**config.mk**
```make
export PLATFORM = sky130hd
export DESIGN_NAME = rotary_encoder_event_decoder_top
export DESIGN_NICKNAME = d
export VERILOG_FILES = /design/src/hdl/red_pkg.sv /design/src/hdl/red_alu.sv /design/src/hdl/red_dstep.sv /design/src/hdl/rotary_encoder_event_decoder_top.sv
export SDC_FILE = /design/constraint.sdc
export NUM_CORES = 1
export LEC_CHECK = 0
export ABC_CLOCK_PERIOD_IN_PS = 11600
export BUFFER_PORTS_ARGS = -buffer_cell sky130_fd_sc_hd__buf_2
export CORE_MARGIN = 4
export CORE_UTILIZATION = 33
export CTS_CLUSTER_SIZE = 25
export DETAILED_ROUTE_END_ITERATION = 6
export SKIP_LAST_GASP = 1
export SLEW_MARGIN = 0
export SYNTH_ARGS = -nofsm -noshare
export SYNTH_HDL_FRONTEND = slang
export SYNTH_HIERARCHICAL = 1
export SYNTH_SLANG_ARGS = --single-unit
```
**constraint.sdc**
```tcl
create_clock -name clk_i -period 11.6 [get_ports clk_i]
set_input_delay 2.32 -clock clk_i [delete_from_list [all_inputs] [get_ports clk_i]]
set_output_delay 2.32 -clock clk_i [all_outputs]
set_load 0.1 [all_outputs]
```
**src/hdl/red_pkg.sv**
```systemverilog
// ----------------------------------------------------------------------------
// red_pkg: rotary encoder event decoder shared definitions
// Word types, event codes, register map and reset values.
// ----------------------------------------------------------------------------
package red_pkg;

  typedef struct packed {
    logic [15:0] counter_value;
    logic        button_released;
    logic [31:0] now_ms;
  } red_in_t;

  typedef struct packed {
    logic        [1:0]  event_kind;
    logic signed [15:0] steps;
  } red_out_t;

  typedef enum logic {
    ALU_ADD,
    ALU_SUB
  } alu_op_e;

  // event codes
  localparam logic [1:0] EV_ROTATE = 2'd0;
  localparam logic [1:0] EV_CLICK  = 2'd1;
  localparam logic [1:0] EV_LONG   = 2'd2;

  // register indexes (byte address / 4)
  localparam logic [1:0] REG_CPD   = 2'd0;
  localparam logic [1:0] REG_DEB   = 2'd1;
  localparam logic [1:0] REG_LONG  = 2'd2;

  localparam int unsigned AddrW = 4;

  localparam logic [2:0]  CpdRst  = 3'd2;
  localparam logic [15:0] DebRst  = 16'd20;
  localparam logic [15:0] LongRst = 16'd1000;

  localparam logic [15:0] StepsPosMax = 16'd32767;
  localparam logic [15:0] StepsNegMax = 16'd32768;

  // divisor actually used: 0 acts as 1, 5..7 act as 4
  function automatic logic [2:0] clamp_div(input logic [2:0] cpd);
    logic [2:0] d;
    if (cpd == 3'd0) begin
      d = 3'd1;
    end else if (cpd > 3'd4) begin
      d = 3'd4;
    end else begin
      d = cpd;
    end
    return d;
  endfunction

endpackage

```
**src/hdl/red_alu.sv**
```systemverilog
// ----------------------------------------------------------------------------
// red_alu: shared 32-bit add/subtract unit
// Result plus unsigned a >= b flag (valid for subtract).
// ----------------------------------------------------------------------------
module red_alu import red_pkg::*; (
  input  alu_op_e     op_i,
  input  logic [31:0] a_i,
  input  logic [31:0] b_i,
  output logic [31:0] res_o,
  output logic        ge_o
);

  logic [32:0] sum;

  always_comb begin
    case (op_i)
      ALU_SUB: sum = {1'b0, a_i} + {1'b0, ~b_i} + 33'd1;
      ALU_ADD: sum = {1'b0, a_i} + {1'b0, b_i};
      default: sum = {1'b0, a_i} + {1'b0, b_i};
    endcase
  end

  assign res_o = sum[31:0];
  assign ge_o  = sum[32];  // carry out of a - b: no borrow

endmodule

```
**src/hdl/red_dstep.sv**
```systemverilog
// ----------------------------------------------------------------------------
// red_dstep: radix-4 restoring division step
// Two quotient bits per call, divisor 1..4, remainder below 4.
// ----------------------------------------------------------------------------
module red_dstep (
  input  logic [1:0] rem_i,
  input  logic [1:0] bits_i,
  input  logic [2:0] div_i,
  output logic [1:0] rem_o,
  output logic [1:0] q_o
);

  logic [2:0] r1, r1s, r2, r2s;

  always_comb begin
    r1     = {rem_i, bits_i[1]};
    q_o[1] = (r1 >= div_i);
    r1s    = q_o[1] ? (r1 - div_i) : r1;
    r2     = {r1s[1:0], bits_i[0]};
    q_o[0] = (r2 >= div_i);
    r2s    = q_o[0] ? (r2 - div_i) : r2;
    rem_o  = r2s[1:0];
  end

endmodule

```
**src/hdl/rotary_encoder_event_decoder_top.sv**
```systemverilog
// ----------------------------------------------------------------------------
// rotary_encoder_event_decoder_top: encoder detent and button event decoder
// Turns encoder counter polls into rotate, click and long press events.
// ----------------------------------------------------------------------------
// Usage:
//   Input channel (in_valid_i/in_ready_o, in_word_i): one poll word with the
//   16-bit counter, raw button level and millisecond timestamp.
//   Output channel (out_valid_o/out_ready_i, out_word_o): zero or one event
//   word per poll (rotate with signed detents, click, long press).
//   APB port: detent size at 0x0, debounce time at 0x4, long press time
//   at 0x8; write only while idle.
// Timing: one poll at a time. in_ready_o is high only in IDLE. The first
//   poll after reset takes the baseline in the accept cycle and leaves the
//   block ready. Any other poll runs delta, sum, magnitude, 8 radix-4
//   divide steps, sign fix and output load for a rotate event; with no
//   rotation the sign fix goes on to the button path (raw level, debounce
//   delta and compare, long press delta and compare on a release). The
//   next poll is taken once the block is back in IDLE. The poll rate is set
//   by the single shared 32-bit subtractor, reused for every delta, compare
//   and negate, and by the 2-bit-per-cycle divider.
// Reset: control state returns to its reset values (payload registers
//   are not reset); the next poll is a baseline poll. Stall: the event
//   waits in a one-word output register; while it is held, a finished new
//   event waits in EMIT and no new poll is taken until it is loaded.
// ----------------------------------------------------------------------------
module rotary_encoder_event_decoder_top import red_pkg::*; (
  input  logic             clk_i,
  input  logic             rst_ni,
  // poll words
  input  logic             in_valid_i,
  output logic             in_ready_o,
  input  red_in_t          in_word_i,
  // event words
  output logic             out_valid_o,
  input  logic             out_ready_i,
  output red_out_t         out_word_o,
  // APB configuration
  input  logic             psel,
  input  logic             penable,
  input  logic             pwrite,
  input  logic [AddrW-1:0] paddr,
  input  logic [31:0]      pwdata,
  output logic [31:0]      prdata,
  output logic             pready
);

  // sequencer codes
  localparam logic [3:0] S_IDLE  = 4'd0;
  localparam logic [3:0] S_DELTA = 4'd1;
  localparam logic [3:0] S_SUM   = 4'd2;
  localparam logic [3:0] S_ABS   = 4'd3;
  localparam logic [3:0] S_DIV   = 4'd4;
  localparam logic [3:0] S_SIGN  = 4'd5;
  localparam logic [3:0] S_BTN   = 4'd6;
  localparam logic [3:0] S_DEBD  = 4'd7;
  localparam logic [3:0] S_DEBC  = 4'd8;
  localparam logic [3:0] S_LPD   = 4'd9;
  localparam logic [3:0] S_LPC   = 4'd10;
  localparam logic [3:0] S_EMIT  = 4'd11;

  // --- configuration registers ---
  logic [2:0]  cpd_q;
  logic [15:0] deb_q, long_q;
  logic        cfg_wr;

  assign pready = 1'b1;
  assign cfg_wr = psel & penable & pwrite & pready;

  always_ff @(posedge clk_i or negedge rst_ni) begin
    if (!rst_ni) begin
      cpd_q  <= CpdRst;
      deb_q  <= DebRst;
      long_q <= LongRst;
    end else if (cfg_wr) begin
      case (paddr[3:2])
        REG_CPD:  cpd_q  <= pwdata[2:0];
        REG_DEB:  deb_q  <= pwdata[15:0];
        REG_LONG: long_q <= pwdata[15:0];
        default:  ;  // unmapped: ignored
      endcase
    end
  end

  always_comb begin
    case (paddr[3:2])
      REG_CPD:  prdata = {29'd0, cpd_q};
      REG_DEB:  prdata = {16'd0, deb_q};
      REG_LONG: prdata = {16'd0, long_q};
      default:  prdata = 32'd0;
    endcase
  end

  // --- sequencer and decoder state ---
  logic [3:0]  state_q, state_d;
  logic [15:0] prev_q, prev_d;     // last counter value
  logic [2:0]  rem_q, rem_d;       // signed detent remainder
  logic        raw_q, raw_d;       // last raw level
  logic [31:0] lct_q, lct_d;       // time of last raw change
  logic        stable_q, stable_d; // debounced level
  logic [31:0] pst_q, pst_d;       // press start time
  logic        base_q, base_d;     // baseline taken
  logic        neg_q, neg_d;       // sum sign
  logic [1:0]  drem_q, drem_d;     // divider partial remainder
  logic [2:0]  iter_q, iter_d;
  logic        ovld_q, ovld_d;

  // payload (no reset)
  red_in_t     poll_q, poll_d;
  logic [31:0] acc_q, acc_d;
  red_out_t    res_q, res_d;
  red_out_t    out_q, out_d;

  // shared unit
  alu_op_e     alu_op;
  logic [31:0] alu_a, alu_b, alu_res;
  logic        alu_ge;

  red_alu u_alu (
    .op_i  (alu_op),
    .a_i   (alu_a),
    .b_i   (alu_b),
    .res_o (alu_res),
    .ge_o  (alu_ge)
  );

  // divider step
  logic [2:0] div_val;
  logic [1:0] ds_rem, ds_q;

  assign div_val = clamp_div(cpd_q);

  red_dstep u_dstep (
    .rem_i  (drem_q),
    .bits_i (acc_q[15:14]),
    .div_i  (div_val),
    .rem_o  (ds_rem),
    .q_o    (ds_q)
  );

  // saturated quotient magnitude
  logic [15:0] qsat;
  always_comb begin
    if (neg_q) begin
      qsat = (acc_q[15:0] > StepsNegMax) ? StepsNegMax : acc_q[15:0];
    end else begin
      qsat = (acc_q[15:0] > StepsPosMax) ? StepsPosMax : acc_q[15:0];
    end
  end

  // shared unit operand select
  always_comb begin
    alu_op = ALU_ADD;
    alu_a  = 32'd0;
    alu_b  = 32'd0;
    case (state_q)
      S_DELTA: begin
        alu_op = ALU_SUB;
        alu_a  = {16'd0, poll_q.counter_value};
        alu_b  = {16'd0, prev_q};
      end
      S_SUM: begin
        alu_a = {{16{acc_q[15]}}, acc_q[15:0]};
        alu_b = {{29{rem_q[2]}}, rem_q};
      end
      S_ABS: begin
        alu_op = ALU_SUB;
        alu_b  = acc_q;
      end
      S_SIGN: begin
        alu_op = neg_q ? ALU_SUB : ALU_ADD;
        alu_b  = {16'd0, qsat};
      end
      S_DEBD: begin
        alu_op = ALU_SUB;
        alu_a  = poll_q.now_ms;
        alu_b  = lct_q;
      end
      S_DEBC: begin
        alu_op = ALU_SUB;
        alu_a  = acc_q;
        alu_b  = {16'd0, deb_q};
      end
      S_LPD: begin
        alu_op = ALU_SUB;
        alu_a  = poll_q.now_ms;
        alu_b  = pst_q;
      end
      S_LPC: begin
        alu_op = ALU_SUB;
        alu_a  = acc_q;
        alu_b  = {16'd0, long_q};
      end
      default: ;
    endcase
  end

  assign in_ready_o = (state_q == S_IDLE);

  always_comb begin
    state_d  = state_q;
    prev_d   = prev_q;
    rem_d    = rem_q;
    raw_d    = raw_q;
    lct_d    = lct_q;
    stable_d = stable_q;
    pst_d    = pst_q;
    base_d   = base_q;
    neg_d    = neg_q;
    drem_d   = drem_q;
    iter_d   = iter_q;
    poll_d   = poll_q;
    acc_d    = acc_q;
    res_d    = res_q;
    out_d    = out_q;
    ovld_d   = ovld_q & ~out_ready_i;

    case (state_q)
      S_IDLE: begin
        if (in_valid_i) begin
          if (!base_q) begin
            // baseline poll: capture only
            base_d   = 1'b1;
            prev_d   = in_word_i.counter_value;
            raw_d    = in_word_i.button_released;
            stable_d = in_word_i.button_released;
            lct_d    = in_word_i.now_ms;
          end else begin
            poll_d  = in_word_i;
            state_d = S_DELTA;
          end
        end
      end
      S_DELTA: begin
        acc_d   = alu_res;
        prev_d  = poll_q.counter_value;
        state_d = S_SUM;
      end
      S_SUM: begin
        acc_d   = alu_res;
        neg_d   = alu_res[31];
        state_d = S_ABS;
      end
      S_ABS: begin
        acc_d   = {16'd0, neg_q ? alu_res[15:0] : acc_q[15:0]};
        drem_d  = 2'd0;
        iter_d  = 3'd0;
        state_d = S_DIV;
      end
      S_DIV: begin
        acc_d  = {16'd0, acc_q[13:0], ds_q};
        drem_d = ds_rem;
        iter_d = iter_q + 3'd1;
        if (iter_q == 3'd7) begin
          state_d = S_SIGN;
        end
      end
      S_SIGN: begin
        rem_d = neg_q ? (3'd0 - {1'b0, drem_q}) : {1'b0, drem_q};
        if (acc_q[15:0] != 16'd0) begin
          res_d.event_kind = EV_ROTATE;
          res_d.steps      = alu_res[15:0];
          state_d          = S_EMIT;
        end else begin
          state_d = S_BTN;
        end
      end
      S_BTN: begin
        if (poll_q.button_released != raw_q) begin
          raw_d = poll_q.button_released;
          lct_d = poll_q.now_ms;
        end
        state_d = S_DEBD;
      end
      S_DEBD: begin
        acc_d   = alu_res;
        state_d = S_DEBC;
      end
      S_DEBC: begin
        state_d = S_IDLE;
        if (alu_ge && (poll_q.button_released != stable_q)) begin
          stable_d = poll_q.button_released;
          if (!poll_q.button_released) begin
            pst_d = poll_q.now_ms;  // press accepted, no event
          end else begin
            state_d = S_LPD;
          end
        end
      end
      S_LPD: begin
        acc_d   = alu_res;
        state_d = S_LPC;
      end
      S_LPC: begin
        res_d.event_kind = alu_ge ? EV_LONG : EV_CLICK;
        res_d.steps      = 16'sd0;
        state_d          = S_EMIT;
      end
      S_EMIT: begin
        if (!ovld_q || out_ready_i) begin
          out_d   = res_q;
          ovld_d  = 1'b1;
          state_d = S_IDLE;
        end
      end
      default: state_d = S_IDLE;
    endcase
  end

  always_ff @(posedge clk_i or negedge rst_ni) begin
    if (!rst_ni) begin
      state_q  <= S_IDLE;
      prev_q   <= 16'd0;
      rem_q    <= 3'd0;
      raw_q    <= 1'b1;
      lct_q    <= 32'd0;
      stable_q <= 1'b1;
      pst_q    <= 32'd0;
      base_q   <= 1'b0;
      neg_q    <= 1'b0;
      drem_q   <= 2'd0;
      iter_q   <= 3'd0;
      ovld_q   <= 1'b0;
    end else begin
      state_q  <= state_d;
      prev_q   <= prev_d;
      rem_q    <= rem_d;
      raw_q    <= raw_d;
      lct_q    <= lct_d;
      stable_q <= stable_d;
      pst_q    <= pst_d;
      base_q   <= base_d;
      neg_q    <= neg_d;
      drem_q   <= drem_d;
      iter_q   <= iter_d;
      ovld_q   <= ovld_d;
    end
  end

  always_ff @(posedge clk_i) begin
    poll_q <= poll_d;
    acc_q  <= acc_d;
    res_q  <= res_d;
    out_q  <= out_d;
  end

  assign out_valid_o = ovld_q;
  assign out_word_o  = out_q;

  // --- checks ---
  // remainder always within -3..3
  a_rem_range: assert property (@(posedge clk_i) disable iff (!rst_ni)
    rem_q != 3'b100)
    else $error("detent remainder out of range");

  // a non-baseline poll starts the sequencer
  a_poll_starts: assert property (@(posedge clk_i) disable iff (!rst_ni)
    (in_valid_i && in_ready_o && base_q) |=> (state_q == S_DELTA))
    else $error("accepted poll did not start");

  // rotate words never carry zero steps
  a_rot_nonzero: assert property (@(posedge clk_i) disable iff (!rst_ni)
    (out_valid_o && out_word_o.event_kind == EV_ROTATE) |-> (out_word_o.steps != 16'sd0))
    else $error("rotate word with zero steps");

  // emit with a free output slot loads the word
  a_emit_loads: assert property (@(posedge clk_i) disable iff (!rst_ni)
    (state_q == S_EMIT && (!out_valid_o || out_ready_i)) |=> (out_valid_o && in_ready_o))
    else $error("event word not loaded");

endmodule

```
## After elaboration in Yosys (flattened, before gate mapping)

Cells that the tools add are included.

- Register bits: 249
- Bits of input ports: 92
- Output and inout bits: 53

- $add $sub $neg: 7
- Mux-type cells: 44
- Equality and inequality tests: 25
- $lt $le $gt $ge: 5
- Bitwise gates (word level): 7
- Reductions and logical operators: 30

Operator list:

| kind | number |
|---|---|
| $pmux W32 S8 | 1 |
| $pmux W32 S4 | 1 |
| $mux W16 | 6 |
| $mux W32 | 3 |
| $pmux W32 S3 | 1 |
| $add A32 B32 Y33 | 2 |
| $pmux W33 S2 | 1 |
| $pmux W32 S2 | 1 |
| $pmux W16 S3 | 1 |
| $pmux W4 S12 | 1 |
| $pmux W18 S2 | 1 |
| $add A33 B1 Y33 const B | 1 |
| $not A32 Y32 | 1 |
| $pmux W16 S2 | 1 |
| $mux W4 | 7 |
| $mux W18 | 1 |
| $eq A4 B3 Y1 const B | 4 |
| $eq A4 B4 Y1 const B | 4 |
| $gt A16 B15 Y1 const B | 1 |
| $gt A16 B16 Y1 const B | 1 |
| $ne A2 B2 Y1 const B | 8 |
| $reduce_bool A16 Y1 | 1 |
| $reduce_and A2 Y1 | 7 |
| $reduce_and A4 Y1 | 3 |
| 32 further kinds | 59 |

## Depth between registers and ports, before layout

Gate-level depths: netlist of the first run.

- Depth after elaboration: 11
- Depth in mapped cells: 24
- Gate-level depth less buffers: 17

## Hierarchy

The synthesis of the first run kept the hierarchy.

Modules (own cells, without submodules):

| module | area each (um^2) | instances | sequential area each (um^2) | cells each |
|---|---|---|---|---|
| rotary_encoder_event_decoder_top | 11790.1 | 1 | 6830.3 | 941 |
| red_alu | 3671.0 | 1 | 0.0 | 573 |
| red_dstep | 227.7 | 1 | 0.0 | 32 |

## Worst setup path after synthesis of the first run

No wires, ideal clock.

- Kind: input port to output port
- From: input port paddr[2]
- To: output port prdata[2]
- Stages on the path: 3
- Data required time: 9280 ps
- Data arrival time: 4698 ps
- Setup slack: 4582 ps
- Path through: buf_2 -> mux2i_1 -> o21ai_0

- Word-level cells in the longest chain between the ends: 2
- Elaborated cells on any way between the ends: 4
- Those cells by class: eq/ne (2); mux (1); reduce/logical (1)

Ends and longest elaborated chain:

| what | RTL line | text |
|---|---|---|
| start: declaration | rotary_encoder_event_decoder_top.sv:41 | `input logic [AddrW-1:0] paddr,` |
| $eq A2 B2 Y1, or another cell as far along | rotary_encoder_event_decoder_top.sv:85 | `case (paddr[3:2])` |
| $pmux W16 S3 (*) | rotary_encoder_event_decoder_top.sv:85 |  |
| end: declaration | rotary_encoder_event_decoder_top.sv:43 | `output logic [31:0] prdata,` |

Every way passes the cells marked *; elsewhere a longest branch is shown, timed or not.

## Worst setup path in the final report of the first run

- From: register state_q[2]
- To: register pst_q[29]

- Word-level cells in the longest chain between the ends: 8
- Elaborated cells on any way between the ends: 22
- Those cells by class: add/sub (3); eq/ne (8); mux (4); bitwise (2); reduce/logical (5)

Ends and longest elaborated chain:

| what | RTL line | text |
|---|---|---|
| start: declaration | rotary_encoder_event_decoder_top.sv:94 | `logic [3:0] state_q, state_d;` |
| start signal: assignment | rotary_encoder_event_decoder_top.sv:324 | `state_q <= state_d;` |
| $eq A4 B4 Y1, or another cell as far along | rotary_encoder_event_decoder_top.sv:155 | `case (state_q)` |
| $pmux W32 S8 (*) | rotary_encoder_event_decoder_top.sv:155 |  |
| named net alu_b[11] | rotary_encoder_event_decoder_top.sv:115 | `logic [31:0] alu_a, alu_b, alu_res;` |
| $not A32 Y32 | red_alu.sv:17 | `ALU_SUB: sum = {1'b0, a_i} + {1'b0, ~b_i} + 33'd1;` |
| $add A32 B32 Y33 | red_alu.sv:17 |  |
| $add A33 B1 Y33 | red_alu.sv:17 |  |
| $pmux W33 S2 (*) | red_alu.sv:16 | `case (op_i)` |
| named net alu_ge | rotary_encoder_event_decoder_top.sv:116 | `logic alu_ge;` |
| $logic_and A1 B1 Y1 (*) | rotary_encoder_event_decoder_top.sv:280 | `if (alu_ge && (poll_q.button_released != stable_q)) begin` |
| $reduce_and A3 Y1 (no line) (*) | - |  |
| end signal: assignment | rotary_encoder_event_decoder_top.sv:330 | `pst_q <= pst_d;` |
| end: declaration | rotary_encoder_event_decoder_top.sv:100 | `logic [31:0] pst_q, pst_d;` |

Mark *: on every way through the listed nets, which the timed path passes. The rest lies on a longest branch.
A chain may end at the register's enable or synchronous reset.

==> metrics.md, run 1 <==
| Metric | Value |
|---|---|
| Initial DRC count | 1122 |
| Nets | 1772 |
| Clock sink count | 249 |
| Max_cap viols | 0 |
| Die X | 226 um |
| GRT Total Usage | 18.7% |
| Top delay family on crit path | simple AND/OR/NAND/NOR gates |
| FFs w/ async S/R, synth | 53.0% |
| Initial antenna violation count | 2 |
| First-pass GRT wire length | 75.7 mm |
| CP required | 12.06 ns |
| Crit path arrival time | 7.54 ns |
| Port buffer count | 109 |
| Vias/cell | 5.66 |
| Placed Instances | 2181 |
| Sequential area share after synthesis | 43.5% |
| CTS Root Cell | clkbuf_16 |
| Status | finished, final reports clean |
| FF-to-FF path depth | 19 |
| H-tree Lvls | 1 |
| Crit-path cells | and4bb_2, a222oi_1, and4_1, o21ai_1, inv_1, ha_1, nor4_1, nand3_1, a211oi_1, nor3_1, o41ai_1, a221o_1, a31oi_1, a21oi_1, buf_4, nand2_1, or3_2, buf_4, mux2_4 |
| Hold Path Stages | 0 |
| Most common cell after layout, fill and taps aside | a21oi_1 |
| Critical Path Source Type | flop |
| CTS Buf Count | 29 |
| Yosys reg bits | 249 |
| Cell count after synthesis | 1546 |
| CP max FO | 31 |
| Crit path capture type | flop |
| CTS tree | built |
| Worst flop-to-flop path endpoint | pst_q[29]$_DFFE_PN0P_ |
| Initial Util | 33.6% |
| Post-DP HPWL | 36.0 mm |
| Fin crit share | 61.0% |
| Yosys warning total | 6 |
| RSZ-0062 raised after global routing | no |
| Clock latency on the worst-skew pair | 0.58 ns |
| Fmax | 141 MHz |
| EDFF count, synth | 117 |
| Area share of the largest cell type after synthesis | 22.4% |
| WL per Instance | 21.9 um |
| Skew final | 0.0330 ns |
| Commonest non-fill, non-tap cells in the layout | a21oi_1, dfrtp_1, edfxtp_1 |
| Syn Area/Cell | 10.1 um2 |
| # rows | 79 |
| GPL Wtd Cong | 0.913 |
| TritonRoute pass-1 iters | 7 |
| Slew @ Worst Pin | 1.19 ns |
| P&R area growth vs syn | 12.8% |
| Pins Over Slew Limit | 0 |
| I/O Pins | 145 |
| Largest net degree at the start of global routing | 82 |
| Setup Buffers After CTS | 0 |
| Post-Syn Area | 0.0157 mm2 |
| GR Overflow Total | 0 |
| Clock-pin transition on the worst setup and hold timing paths | 0.06 ns |
| Hold Path Origin | res_q[12]$_SDFFCE_PP0P_ |
| Post-CTS Resized | 0 |
| Vias in the first global route | 12506 |
| WHS Endpoint | out_word_o[12]$_DFFE_PP_ |
| CP max stage delay | 1.15 ns |
| Cell Count, Final, Fillers Out | 2235 |
| Max stage delay cell, worst path | and4bb_2 |
| Core Util, Final | 37.8% |
| Detail Route Antenna Nets | 0 |
| Routed wire length | 49.0 mm |
| Tmin final | 7.08 ns |
| Top cell by count, worst path | buf_4 |
| Clock buffer depth | 3 |
| Buf/Inv on CP | 3 |
| Primary FF master, synth | dfrtp_1 |
| Ratio of cells with drive above 1 in the final layout | 17.3% |
| Via Count | 12643 |
| Worst Hold Class | flop to flop |
| Critical path class | flop to flop |
| CP startpoint | state_q[2]$_DFFE_PN0P_ |
| Unique masters post-synth | 93 |
| Leading area contributor after synthesis | edfxtp_1 |
| Synth top area cells | edfxtp_1, dfrtp_1, ha_1, a21oi_1, mux2_4 |
| Hold_buf cts | 0 |
| Die area | 0.0511 mm2 |
| Fin Setup TNS | 0 ns |
| Final setup vio count | 0 |
| DIE HEIGHT | 226 um |
| DRC viols | 0 |
| R2r setup slk | 4.52 ns |
| Max-Slew Margin vs Limit | 20.5% |
| RR Startpoint | state_q[2]$_DFFE_PN0P_ |
| Final Hold Vio Count | 0 |
| Core area | 0.0468 mm2 |
## state kept, by name, indices dropped and copies added, names as in the netlist, 18 cells and up
register    flops
acc_q          32
lct_q          32
out_word_o     18
poll_q         49
pst_q          32
res_q          18
## worst max path at each step
stage                            end  depth (start not counted)
2_1_floorplan              prdata[2]                          3
3_3_place_gp   pst_q[30]$_DFFE_PN0P_                         19
3_5_place_dp   pst_q[31]$_DFFE_PN0P_                         19
4_1_cts        pst_q[29]$_DFFE_PN0P_                         19
5_1_grt        pst_q[30]$_DFFE_PN0P_                         19
6_report       pst_q[29]$_DFFE_PN0P_                         19
## cell usage after synthesis (all sizes together) (4+ instances only)
cell type  count
a21oi        136
dfrtp        121
edfxtp       117
nor2          99
o21ai         93
nand2         89
mux2          87
ha            73
inv           71
clkbuf        61
buf           58
mux2i         43
nor2b         39
and2          38
a221o         34
a22oi         33
nand3         33
xnor2         28
nor3          23
a22o          20
o31ai         20
nor4          19
a222oi        16
nand2b        15
a211oi        11
a31oi         11
and4          11
dfstp         11
a21o           8
or3            8
o211ai         7
o21bai         7
and3           6
nand4          6
nor3b          6
o21a           6
xor2           6
or2            5
o41ai          4
## kinds of logic (layout without fill, tap and decap cells)
| group | after synthesis | in the layout | synth area share [%] |
|---|---|---|---|
| other cells | 2 | 18 | 0.0479 |
| simple gates | 420 | 420 | 14.3 |
| xor+xnor | 34 | 34 | 1.90 |
| buf+inv | 191 | 257 | 5.43 |
| compound gates | 445 | 445 | 19.1 |
| flops | 249 | 249 | 43.5 |
| mux | 130 | 130 | 9.71 |
| fa+ha+maj | 75 | 75 | 6.08 |
## metal layers
metal  track usage (%)  vias to the layer above  part of all wire, %
met3              3.05                       99                  6.4
met1              26.8                     6225                   46
met4              5.58                        2                  3.0
met5                 0                        -                0.027
li1                  -                     5839                    -
met2              29.2                      478                   44
## per-stage QoR
step	worst slack, ns	hold slack [ns]	instance area (um2)
4_1_cts	4.63	0.418	17700
5_1_grt	4.16	0.422	17700
3_5_place_dp	4.64	0.405	16700
6_report	4.52	0.418	17700
3_3_place_gp	4.61	0.405	16700
2_1_floorplan	4.58	0.400	15700
## layout make-up
| class | count | area [um2] |
|---|---|---|
| Clock buffer | 37 | 840 |
| Sequential cell | 249 | 6830 |
| Inverter | 72 | 270 |
| Tap cell | 607 | 759 |
| Timing Repair Buffer | 132 | 724 |
| Fill cell | 4677 | 29100 |
| Multi-Input combinational cell | 1121 | 8130 |
| Antenna cell | 1 | 2.50 |
| Clock inverter | 16 | 139 |
Power of run 1 is left out: the tool's default activity adds up to more than one toggle a clock period on the data nets, which glitch-free logic cannot reach.
==> inputs of run 2 (changes only) <==
--- a/config.mk
+++ b/config.mk
@@ -5,7 +5,7 @@
 export SDC_FILE = /design/constraint.sdc
 export NUM_CORES = 1
 export LEC_CHECK = 0
-export ABC_CLOCK_PERIOD_IN_PS = 11600
+export ABC_CLOCK_PERIOD_IN_PS = 7050
 export BUFFER_PORTS_ARGS = -buffer_cell sky130_fd_sc_hd__buf_2
 export CORE_MARGIN = 4
 export CORE_UTILIZATION = 33
==> constraint.sdc (replaced) <==
create_clock -name clk_i -period 7.05 [get_ports clk_i]
set_input_delay 1.41 -clock clk_i [delete_from_list [all_inputs] [get_ports clk_i]]
set_output_delay 1.41 -clock clk_i [all_outputs]
set_load 0.1 [all_outputs]
==> run 2 against run 1 <==
Against the previous run: routed wire length decreased by 0.31%; worst setup slack got worse by 3.9 ns; first-iteration DRC count increased by 0.53%; worst hold slack got worse by 0.0011 ns; clock skew decreased by 0.010 ns; sequential cell count unchanged; critical endpoint is now pst_q[0]$_DFFE_PN0P_; highest routed layer is now met4.
==> metrics.md, run 2 (synthesized netlist as in run 1, its figures left out) <==
| Metric | Value |
|---|---|
| CP required | 7.51 ns (was 12.06 ns) |
| Post-DP HPWL | 37.0 mm (was 36.0 mm) |
| Crit path arrival time | 6.85 ns (was 7.54 ns) |
| Top delay family on crit path | simple AND/OR/NAND/NOR gates (unchanged) |
| GPL Wtd Cong | 0.905 (was 0.913) |
| Skew final | 0.0226 ns (was 0.0330 ns) |
| DRC viols | 0 (unchanged) |
| Nets | 1787 (was 1772) |
| CTS tree | built (unchanged) |
| Post-CTS Resized | 0 (unchanged) |
| Initial Util | 33.6% (unchanged) |
| DIE HEIGHT | 226 um (unchanged) |
| Largest Register | poll_q (unchanged) |
| Max-Slew Margin vs Limit | 16.9% (was 20.5%) |
| Buf/Inv on CP | 4 (was 3) |
| Critical path class | flop to flop (unchanged) |
| Setup Buffers After CTS | 0 (unchanged) |
| Die area | 0.0511 mm2 (unchanged) |
| WL per Instance | 21.7 um (was 21.9 um) |
| Worst Hold Class | flop to flop (unchanged) |
| Clock latency on the worst-skew pair | 0.58 ns (about the same) |
| Initial antenna violation count | 1 (was 2) |
| Cell Count, Final, Fillers Out | 2250 (was 2235) |
| Initial DRC count | 1128 (was 1122) |
| Final setup vio count | 0 (unchanged) |
| Crit-path cells | and4b_1, a22oi_1, and3_1, o21ai_1, inv_1, ha_1, nor4_1, nand3_1, a211oi_1, nor3_1, o41ai_1, buf_4, a221o_1, a31oi_1, a21oi_1, buf_4, nand2_1, or3_2, buf_4, mux2_1 (was and4bb_2, a222oi_1, and4_1, o21ai_1, inv_1, ha_1, nor4_1, nand3_1, a211oi_1, nor3_1, o41ai_1, a221o_1, a31oi_1, a21oi_1, buf_4, nand2_1, or3_2, buf_4, mux2_4) |
| Die X | 226 um (unchanged) |
| Final Hold Vio Count | 0 (unchanged) |
| Pins Over Slew Limit | 0 (unchanged) |
| CP max FO | 28 (was 31) |
| Slew @ Worst Pin | 1.24 ns (was 1.19 ns) |
| Clock buffer depth | 3 (unchanged) |
| Most common cell after layout, fill and taps aside | a21oi_1 (unchanged) |
| Tmin final | 6.39 ns (was 7.08 ns) |
| Crit path capture type | flop (unchanged) |
| Port buffer count | 109 (unchanged) |
| Clock-pin transition on the worst setup and hold timing paths | 0.06 ns (about the same) |
| Clock sink count | 249 (unchanged) |
| Ratio of cells with drive above 1 in the final layout | 18.0% (was 17.3%) |
| Fin crit share | 90.6% (was 61.0%) |
| First-pass GRT wire length | 76.0 mm (was 75.7 mm) |
| Via Count | 12647 (was 12643) |
| CTS Buf Count | 29 (unchanged) |
| I/O Pins | 145 (unchanged) |
| H-tree Lvls | 1 (unchanged) |
| Largest net degree at the start of global routing | 88 (was 82) |
| FILL cells | 4601 (was 4677) |
| CP max stage delay | 1.05 ns (was 1.15 ns) |
| CTS Root Cell | clkbuf_16 (unchanged) |
| Max_cap viols | 0 (unchanged) |
| Critical Path Source Type | flop (unchanged) |
| GRT Total Usage | 18.7% (about the same) |
| Fin Setup TNS | 0 ns (unchanged) |
| P&R area growth vs syn | 13.4% (was 12.8%) |
| Commonest non-fill, non-tap cells in the layout | a21oi_1, dfrtp_1, edfxtp_1 (unchanged) |
| Top cell by count, worst path | buf_4 (unchanged) |
| Detail Route Antenna Nets | 0 (unchanged) |
| Placed Instances | 2196 (was 2181) |
| Max reg flops | 49 (unchanged) |
| # rows | 79 (unchanged) |
| Max stage delay cell, worst path | dfrtp_1 (was and4bb_2) |
| TritonRoute pass-1 iters | 5 (was 7) |
| RSZ-0062 raised after global routing | no (unchanged) |
| Routed wire length | 48.9 mm (was 49.0 mm) |
| Fmax | 157 MHz (was 141 MHz) |
| ANT cells | 0 (was 1) |
| Vias/cell | 5.62 (was 5.66) |
| Core area | 0.0468 mm2 (unchanged) |
| GR Overflow Total | 0 (unchanged) |
| Hold_buf cts | 0 (unchanged) |
| Status | finished, final reports clean (unchanged) |
| Vias in the first global route | 12612 (was 12506) |
-- run 2: changes by cell type in the layout (fill, tap and decap cells not counted), sizes merged --
cell      previous run  this run
inv                 71        72
bufinv               2         1
clkbuf              37        47
clkinv              13         5
clkinvlp             2         1
buf                132       147
diode                1         0
-- run 2: final timing paths --
path                                         startpoint                        to  slack (ns)  depth (start not counted)
worst max-delay path             state_q[2]$_DFFE_PN0P_      pst_q[0]$_DFFE_PN0P_        0.66                         20
worst min-delay path            res_q[10]$_SDFFCE_PP0P_  out_word_o[10]$_DFFE_PP_        0.42                          0
worst max register to register   state_q[2]$_DFFE_PN0P_      pst_q[0]$_DFFE_PN0P_        0.66                         20
worst min register to register  res_q[10]$_SDFFCE_PP0P_  out_word_o[10]$_DFFE_PP_        0.42                          0
max in group asynchronous                        rst_ni     out_valid_o$_DFF_PN0_        4.94                          2
min in group asynchronous                        rst_ni     prev_q[6]$_DFFE_PN0P_        0.88                          1
-- run 2: cell type report --
class / count / area (um2) / area share [%]
multi-input combinational: 1121 / 8130 / 45.7
sequential: 249 / 6830 / 38.4
clock buffer: 47 / 885 / 4.97
timing repair buffer: 147 / 837 / 4.70
tap: 607 / 759 / 4.27
inverter: 72 / 270 / 1.52
clock inverter: 7 / 81.3 / 0.457
-- run 2: metrics by stage --
step                hold WS [ns]  util, %  setup WS (ns)  instance area (um2)
floorplan                  0.400        -           1.85                15700
global placement           0.405     36.0          0.756                16800
detailed placement         0.405     36.0          0.714                16800
CTS                        0.416     38.1          0.679                17800
global route               0.423     38.1          0.238                17800
finish                     0.417     38.1          0.663                17800
-- run 2: routing by layer --
| metal | track usage (%) | routed length (um) | vias to the layer above |
|---|---|---|---|
| met5 | 0 | 0 | - |
| met2 | 30.2 | 22400 | 470 |
| met3 | 2.27 | 2800 | 78 |
| met4 | 5.05 | 1340 | 0 |
| li1 | - | - | 5880 |
| met1 | 26.7 | 22400 | 6219 |
Power of run 2 is left out for the same reason.
